==> src/sbpe_pkg.sv <==
`default_nettype none
// ----------------------------------------------------------------------------
// Sensor beacon payload encoder package
// Shared types and constants: payload layout, object ids, scaled values.
// ----------------------------------------------------------------------------
package sbpe_pkg;

  localparam int unsigned PAYLOAD_BYTES = 18;
  localparam int unsigned BYTE_IDX_W    = $clog2(PAYLOAD_BYTES);

  localparam logic [7:0] DEVICE_INFO    = 8'h40;
  localparam logic [7:0] ID_PACKET      = 8'h00;
  localparam logic [7:0] ID_BATTERY     = 8'h01;
  localparam logic [7:0] ID_TEMPERATURE = 8'h02;
  localparam logic [7:0] ID_HUMIDITY    = 8'h03;
  localparam logic [7:0] ID_ILLUMINANCE = 8'h05;
  localparam logic [7:0] ID_VOLTAGE     = 8'h0C;

  localparam logic [7:0] BATT_FULL = 8'd100;

  typedef struct packed {
    logic [7:0]  battery;
    logic [15:0] temperature;
    logic [15:0] humidity;
    logic [23:0] light;
    logic [15:0] voltage;
  } sbpe_values_t;

endpackage
`default_nettype wire

==> src/sbpe_scale.sv <==
`default_nettype none
// ----------------------------------------------------------------------------
// Measurement scaling
// Rounds and saturates the raw measurement into beacon units and derives
// the battery percentage from the supply voltage discharge curve.
// ----------------------------------------------------------------------------
module sbpe_scale (
  input  logic signed [31:0]   temperature_mdeg_i,
  input  logic [31:0]          humidity_mpct_i,
  input  logic [31:0]          light_lux_i,
  input  logic [31:0]          supply_mv_i,
  output sbpe_pkg::sbpe_values_t values_o
);
  import sbpe_pkg::*;

  // x / 10 == (x * RECIP10) >> RECIP_SH, exact for x < 2**22
  localparam logic [19:0] RECIP10  = 20'd838861;
  localparam int unsigned RECIP_SH = 23;

  localparam logic signed [31:0] TEMP_HI_MDEG = 32'sd327675;
  localparam logic signed [31:0] TEMP_LO_MDEG = -32'sd327685;
  localparam logic [31:0]        HUM_HI_MPCT  = 32'd655355;
  localparam logic [31:0]        LUX_HI       = 32'd167772;
  localparam logic [23:0]        LUX_SCALE    = 24'd100;
  localparam logic [23:0]        LUX_SAT      = 24'hFFFFFF;

  localparam int unsigned CURVE_POINTS = 9;
  localparam logic [11:0] CURVE_MV [CURVE_POINTS] = '{
    12'd3050, 12'd3000, 12'd2950, 12'd2900, 12'd2850,
    12'd2800, 12'd2700, 12'd2600, 12'd2400
  };
  localparam logic [6:0] CURVE_PCT [CURVE_POINTS] = '{
    7'd100, 7'd90, 7'd75, 7'd60, 7'd45, 7'd30, 7'd15, 7'd5, 7'd0
  };

  // temperature
  logic        t_neg, t_hi, t_lo;
  logic [20:0] t_abs, t_rnd;
  logic [40:0] t_prod;
  logic [15:0] t_mag, t_val;

  assign t_neg  = temperature_mdeg_i[31];
  assign t_hi   = temperature_mdeg_i >= TEMP_HI_MDEG;
  assign t_lo   = temperature_mdeg_i <= TEMP_LO_MDEG;
  assign t_abs  = t_neg ? (21'd0 - temperature_mdeg_i[20:0]) : temperature_mdeg_i[20:0];
  assign t_rnd  = t_abs + 21'd5;
  assign t_prod = t_rnd * RECIP10;
  assign t_mag  = t_prod[RECIP_SH+15:RECIP_SH];

  always_comb begin
    if (t_hi) begin
      t_val = 16'h7FFF;
    end else if (t_lo) begin
      t_val = 16'h8000;
    end else if (t_neg) begin
      t_val = 16'd0 - t_mag;
    end else begin
      t_val = t_mag;
    end
  end

  // humidity
  logic        h_sat;
  logic [19:0] h_rnd;
  logic [39:0] h_prod;

  assign h_sat  = humidity_mpct_i >= HUM_HI_MPCT;
  assign h_rnd  = humidity_mpct_i[19:0] + 20'd5;
  assign h_prod = h_rnd * RECIP10;

  // illuminance
  logic [23:0] l_val;
  assign l_val = (light_lux_i > LUX_HI) ? LUX_SAT : {6'd0, light_lux_i[17:0]} * LUX_SCALE;

  // battery
  logic        b_full, b_empty;
  logic [11:0] b_mv, b_lo_mv, b_hi_mv, b_diff, b_num, b_smv;
  logic [6:0]  b_lo_pct, b_hi_pct;
  logic [3:0]  b_spc;
  logic [14:0] b_ge;
  logic [3:0]  b_frac;
  logic [7:0]  b_val;

  assign b_full  = supply_mv_i >= 32'(CURVE_MV[0]);
  assign b_empty = supply_mv_i < 32'(CURVE_MV[CURVE_POINTS-1]);
  assign b_mv    = supply_mv_i[11:0];

  always_comb begin
    b_lo_mv  = CURVE_MV[CURVE_POINTS-1];
    b_hi_mv  = CURVE_MV[CURVE_POINTS-2];
    b_lo_pct = CURVE_PCT[CURVE_POINTS-1];
    b_hi_pct = CURVE_PCT[CURVE_POINTS-2];
    for (int k = CURVE_POINTS - 1; k >= 1; k--) begin
      if (b_mv >= CURVE_MV[k]) begin
        b_lo_mv  = CURVE_MV[k];
        b_hi_mv  = CURVE_MV[k-1];
        b_lo_pct = CURVE_PCT[k];
        b_hi_pct = CURVE_PCT[k-1];
      end
    end
  end

  assign b_smv  = b_hi_mv - b_lo_mv;
  assign b_spc  = 4'(b_hi_pct - b_lo_pct);
  assign b_diff = b_mv - b_lo_mv;
  assign b_num  = b_diff[7:0] * b_spc + {1'b0, b_smv[11:1]};

  always_comb begin
    for (int j = 1; j <= 15; j++) begin
      b_ge[j-1] = b_num >= 12'(j) * b_smv;
    end
  end

  assign b_frac = 4'($countones(b_ge));

  always_comb begin
    if (b_full) begin
      b_val = BATT_FULL;
    end else if (b_empty) begin
      b_val = 8'd0;
    end else begin
      b_val = {1'b0, b_lo_pct} + {4'd0, b_frac};
    end
  end

  assign values_o.battery     = b_val;
  assign values_o.temperature = t_val;
  assign values_o.humidity    = h_sat ? 16'hFFFF : h_prod[RECIP_SH+15:RECIP_SH];
  assign values_o.light       = l_val;
  assign values_o.voltage     = (|supply_mv_i[31:16]) ? 16'hFFFF : supply_mv_i[15:0];

endmodule
`default_nettype wire

==> src/sensor_beacon_payload_encoder_unit.sv <==
`default_nettype none
// ----------------------------------------------------------------------------
// Sensor beacon payload encoder
// Turns one sensor measurement into an 18-byte beacon payload, sent one
// byte per transfer with a marker on the final byte.
//
// Input channel: one request carries temperature, humidity, illuminance and
// supply voltage; it is taken when in_valid_i is high and in_stall_o low.
// Output channel: payload_byte_o / last_byte_o, taken when out_valid_o is
// high and out_stall_i low. Bytes leave in payload order: device info, then
// id / value pairs, values little-endian.
// A taken request is held in the input register, then scaled into the frame
// register, from which its bytes are shown. The byte-wide output sets the rate:
// a next request is held in the input register while the current frame
// drains, and is scaled into the frame register as the last byte leaves.
// Reset clears the packet counter and all valid flags. While the receiver
// stalls the shown byte holds; once the input register is also full,
// in_stall_o rises.
// ----------------------------------------------------------------------------
module sensor_beacon_payload_encoder_unit (
  input  logic               clk_i,
  input  logic               rst_ni,
  input  logic               in_valid_i,
  output logic               in_stall_o,
  input  logic signed [31:0] temperature_mdeg_i,
  input  logic [31:0]        humidity_mpct_i,
  input  logic [31:0]        light_lux_i,
  input  logic [31:0]        supply_mv_i,
  output logic               out_valid_o,
  input  logic               out_stall_i,
  output logic [7:0]         payload_byte_o,
  output logic               last_byte_o
);
  import sbpe_pkg::*;

  localparam logic [BYTE_IDX_W-1:0] LAST_IDX = BYTE_IDX_W'(PAYLOAD_BYTES - 1);

  // input register
  logic               in_valid_q, in_valid_d;
  logic signed [31:0] temp_q;
  logic [31:0]        hum_q, lux_q, mv_q;

  // frame register
  logic                  frame_valid_q, frame_valid_d;
  sbpe_values_t          values_q, values_d;
  logic [7:0]            pkt_q, pkt_d, pkt_cnt_q, pkt_cnt_d;
  logic [BYTE_IDX_W-1:0] idx_q, idx_d;

  logic in_take, out_take, frame_done, frame_load;

  assign in_take    = in_valid_i && !in_stall_o;
  assign out_take   = frame_valid_q && !out_stall_i;
  assign frame_done = out_take && (idx_q == LAST_IDX);
  assign frame_load = in_valid_q && (!frame_valid_q || frame_done);
  assign in_stall_o = in_valid_q && !frame_load;

  sbpe_scale u_scale (
    .temperature_mdeg_i (temp_q),
    .humidity_mpct_i    (hum_q),
    .light_lux_i        (lux_q),
    .supply_mv_i        (mv_q),
    .values_o           (values_d)
  );

  always_comb begin
    in_valid_d = in_valid_q;
    if (in_take) begin
      in_valid_d = 1'b1;
    end else if (frame_load) begin
      in_valid_d = 1'b0;
    end
  end

  always_comb begin
    frame_valid_d = frame_valid_q;
    idx_d         = idx_q;
    pkt_cnt_d     = pkt_cnt_q;
    pkt_d         = pkt_q;
    if (frame_done) begin
      frame_valid_d = 1'b0;
      idx_d         = '0;
    end else if (out_take) begin
      idx_d = idx_q + 1'b1;
    end
    if (frame_load) begin
      frame_valid_d = 1'b1;
      pkt_d         = pkt_cnt_q;
      pkt_cnt_d     = pkt_cnt_q + 8'd1;
    end
  end

  always_ff @(posedge clk_i or negedge rst_ni) begin
    if (!rst_ni) begin
      in_valid_q    <= 1'b0;
      frame_valid_q <= 1'b0;
      idx_q         <= '0;
      pkt_cnt_q     <= 8'd0;
    end else begin
      in_valid_q    <= in_valid_d;
      frame_valid_q <= frame_valid_d;
      idx_q         <= idx_d;
      pkt_cnt_q     <= pkt_cnt_d;
    end
  end

  always_ff @(posedge clk_i) begin
    if (in_take) begin
      temp_q <= temperature_mdeg_i;
      hum_q  <= humidity_mpct_i;
      lux_q  <= light_lux_i;
      mv_q   <= supply_mv_i;
    end
    if (frame_load) begin
      values_q <= values_d;
    end
    pkt_q <= pkt_d;
  end

  always_comb begin
    case (idx_q)
      5'd0:    payload_byte_o = DEVICE_INFO;
      5'd1:    payload_byte_o = ID_PACKET;
      5'd2:    payload_byte_o = pkt_q;
      5'd3:    payload_byte_o = ID_BATTERY;
      5'd4:    payload_byte_o = values_q.battery;
      5'd5:    payload_byte_o = ID_TEMPERATURE;
      5'd6:    payload_byte_o = values_q.temperature[7:0];
      5'd7:    payload_byte_o = values_q.temperature[15:8];
      5'd8:    payload_byte_o = ID_HUMIDITY;
      5'd9:    payload_byte_o = values_q.humidity[7:0];
      5'd10:   payload_byte_o = values_q.humidity[15:8];
      5'd11:   payload_byte_o = ID_ILLUMINANCE;
      5'd12:   payload_byte_o = values_q.light[7:0];
      5'd13:   payload_byte_o = values_q.light[15:8];
      5'd14:   payload_byte_o = values_q.light[23:16];
      5'd15:   payload_byte_o = ID_VOLTAGE;
      5'd16:   payload_byte_o = values_q.voltage[7:0];
      5'd17:   payload_byte_o = values_q.voltage[15:8];
      default: payload_byte_o = 8'd0;
    endcase
  end

  assign out_valid_o = frame_valid_q;
  assign last_byte_o = idx_q == LAST_IDX;

endmodule
`default_nettype wire

==> config.mk <==
export PLATFORM = sky130hd
export DESIGN_NAME = sensor_beacon_payload_encoder_unit
export DESIGN_NICKNAME = d
export VERILOG_FILES = /design/src/sbpe_pkg.sv /design/src/sbpe_scale.sv /design/src/sensor_beacon_payload_encoder_unit.sv
export SDC_FILE = /design/constraint.sdc
export NUM_CORES = 2
export LEC_CHECK = 0
export ABC_AREA = 0
export BUFFER_PORTS_ARGS = -buffer_cell sky130_fd_sc_hd__buf_4
export CAP_MARGIN = 0
export CORE_ASPECT_RATIO = 0.6
export CORE_MARGIN = 2
export CORE_UTILIZATION = 45
export DETAILED_ROUTE_END_ITERATION = 10
export PLACE_DENSITY = 0.69
export SLEW_MARGIN = 20
export SYNTH_ARGS = -nofsm -noshare
export SYNTH_HDL_FRONTEND = slang
export SYNTH_SLANG_ARGS = --single-unit
==> constraint.sdc <==
create_clock -name clk_i -period 23.2 [get_ports clk_i]
set_input_delay 5.8 -clock clk_i [delete_from_list [all_inputs] [get_ports clk_i]]
set_output_delay 5.8 -clock clk_i [all_outputs]
set_load 0.05 [all_outputs]
==> impl_metrics.env <==
export IMPL_cp_data_required_time_ns=23.48
export IMPL_drv_slew=0
export IMPL_netlist_cell_type_count=86
export IMPL_path_buf_inv=4
export IMPL_drt_iter0_drc=2184
export IMPL_hpwl_um=73000
export IMPL_placedCellCount=4456
export IMPL_yosysMostFrequentCell="inv_1"
export IMPL_startpoint_type="flip-flop"
export IMPL_period_minus_slack_ns=12.53
export IMPL_area_delta_synth_final_pct=9.21
export IMPL_root_buffer="clkbuf_16"
export IMPL_port_buffers=142
export IMPL_crit_slowest_cell="a21oi_1"
export IMPL_start_util=0.452
export IMPL_clock_latency_ns=0.59
export IMPL_synthFlopType="edfxtp_1"
export IMPL_post_cts_buffers=0
export IMPL_die_width_um=359
export IMPL_rr_worst_depth=42
export IMPL_status="complete, no violations"
export IMPL_vias=23900
export IMPL_postSynth_asyncResetShare=0.0652
export IMPL_cp_num_cells=42
export IMPL_hp_class="flip-flop to flip-flop"
export IMPL_clkTransAtPathRegs_ns=0.08
export IMPL_finalClockSkew_ns=0.0341
export IMPL_rows=78
export IMPL_cts_hold_buffers_added=0
export IMPL_synth_avg_cell_area_um2=10.2
export IMPL_finalHoldViolCount=0
export IMPL_drc=0
export IMPL_worstMarginPinSlew_ns=1.18
export IMPL_critPathMaxStageDelay_ns=0.61
export IMPL_vias_per_cell=5.31
export IMPL_dr_pass1_iters=8
export IMPL_endpoint_kind="flip-flop"
export IMPL_drv_cap=0
export IMPL_die_area_um2=77900
export IMPL_synth_simple_area_share=0.0789
export IMPL_core_region_area_um2=75200
export IMPL_hold_path_cell_count=1
export IMPL_synth_top_family_by_area="adder cells"
export IMPL_ys_top_cells_by_area="ha_1, fa_1, edfxtp_1, inv_1, xnor2_1"
export IMPL_yosysSeqAreaShare=0.201
export IMPL_synth_edf_count=215
export IMPL_r2r_slack_ns=10.67
export IMPL_syn_nets=4518
export IMPL_place_congestion=1.00
export IMPL_path_class="flip-flop to flip-flop"
export IMPL_arrival_ns=12.80
export IMPL_crit_fanout=11
export IMPL_overflow=0
export IMPL_setup_viol=0
export IMPL_cts_htree_levels=1
export IMPL_top_layer_used="met4"
export IMPL_antenna_found_initial=0
export IMPL_post_drt_wl_per_cell_um=19.0
export IMPL_grt_pass1_wl_um=137000
export IMPL_die_y_um=217
export IMPL_finalWirelength_um=85600
export IMPL_rsz0062_at_grt="false"
export IMPL_yosys_warnings=0
export IMPL_drive_gt1_frac=0.0729
export IMPL_postCtsResizedCells=0
export IMPL_crit_path_frequent_cell="fa_1"
export IMPL_syn_inst=3328
export IMPL_synth_top_area_frac=0.252
export IMPL_grt_max_degree=74
export IMPL_max_freq_mhz=79.8
export IMPL_yosys_register_bits=230
export IMPL_wl_met3_um=9100
export IMPL_stdcell_count=4499
export IMPL_cts_sinks=230
export IMPL_ys_top_cells_by_count="inv_1, ha_1, fa_1"
export IMPL_met2_length_um=30100
export IMPL_slew_headroom=0.209
export IMPL_met1_length_um=45500
export IMPL_final_setup_tns_ns=0
export IMPL_cts_max_path_buffers=3
export IMPL_synth_area_leader_cell="ha_1"
export IMPL_muxShareOfSynthArea=0.00405
export IMPL_fin_nets=4671
export IMPL_synthAdderAreaFrac=0.478
export IMPL_grt_pass1_vias=23500
export IMPL_cts_tree="yes"
export IMPL_crit_family="adder cells"
export IMPL_cts_buffers=23
export IMPL_synth_compound_area_frac=0.100
export IMPL_ios=143
export IMPL_synthXorXnorAreaFrac=0.0553
export IMPL_timing_final_crit_share=0.540
export IMPL_track_usage=0.225
export IMPL_synth_area_um2=34000
export IMPL_ant_nets=0
## layout make-up
type	instances	area (um2)
tap	1000	1250
sequential	230	6830
inverter	711	2670
timing repair buffer	167	1250
clock inverter	12	108
clock buffer	30	653
antenna	1	2.50
multi-input combinational	2348	24400
fill	6805	38100
## logic make-up (layout without fill, tap and decap cells)
| group | Yosys count | count (layout) |
|---|---|---|
| other cells | 1 | 2 |
| xor+xnor | 214 | 214 |
| compound gates | 517 | 517 |
| mux | 13 | 13 |
| simple gates | 523 | 523 |
| flops | 230 | 230 |
| buf+inv | 750 | 920 |
| fa+ha+maj | 1080 | 1080 |
## sequential cells by signal, summed over array words and instances (netlist names), 5 cells and up
register / cells
mv_q: 32
hum_q: 32
temp_q: 32
idx_q: 5
pkt_cnt_q: 8
lux_q: 32
pkt_q: 8
values_q: 79
## cell usage in the layout (no fill, tap or decap), types with 10 or more instances in the layout
cell       count
a211oi_1      11
a21boi_0      11
a21o_1       102
a21oi_1      130
a221oi_1      13
a31oi_1       10
and3_1        16
buf_4        167
clkbuf_16     24
dfrtp_1       15
edfxtp_1     215
fa_1         373
ha_1         685
inv_1        709
maj3_1        22
nand2_1      131
nand2b_1      36
nand3_1       42
nand4_1       32
nor2_1       106
nor2b_1       26
nor3_1        33
nor4_1        19
o21a_1        18
o21ai_0       96
o21bai_1      36
o31ai_1       10
or2_2         22
or3_1         12
xnor2_1      137
xor2_1        75
## worst paths after layout
check	startpoint	to
worst max-delay path	mv_q[5]	values_q[77]
worst min-delay path	pkt_cnt_q[7]	pkt_cnt_q[7]
worst max register to register	mv_q[5]	values_q[77]
worst min register to register	pkt_cnt_q[7]	pkt_cnt_q[7]
max in group asynchronous	rst_ni	pkt_cnt_q[0]
min in group asynchronous	rst_ni	out_valid_o
## metrics by stage
stage	util	hold slack (ns)	cell area (um2)	setup slack [ns]
final	0.494	0.476	37200	10.67
after global routing	0.494	0.495	37200	9.88
after CTS	0.494	0.474	37100	10.78
after detailed placement	0.484	0.465	36400	10.80
after global placement	0.484	0.459	36400	10.79
after floorplan	-	0.441	34000	11.04
## worst register-to-register path, delay by kind of cell (launching register included)
family	cells	cell delay [ns]
fa+ha+maj	15	6.07
compound gates	13	3.11
simple gates	8	1.46
xor+xnor	2	0.67
flops	1	0.58
buf+inv	4	0.35
## layer usage
layer	vias up	GRT usage
li1	11500	-
met4	0	0.0241
met3	55	0.0664
met1	11500	0.383
met5	-	0
met2	803	0.272
Power is not shown: default switching activity piles up to over one toggle a cycle in this logic, so the estimate is an artifact.
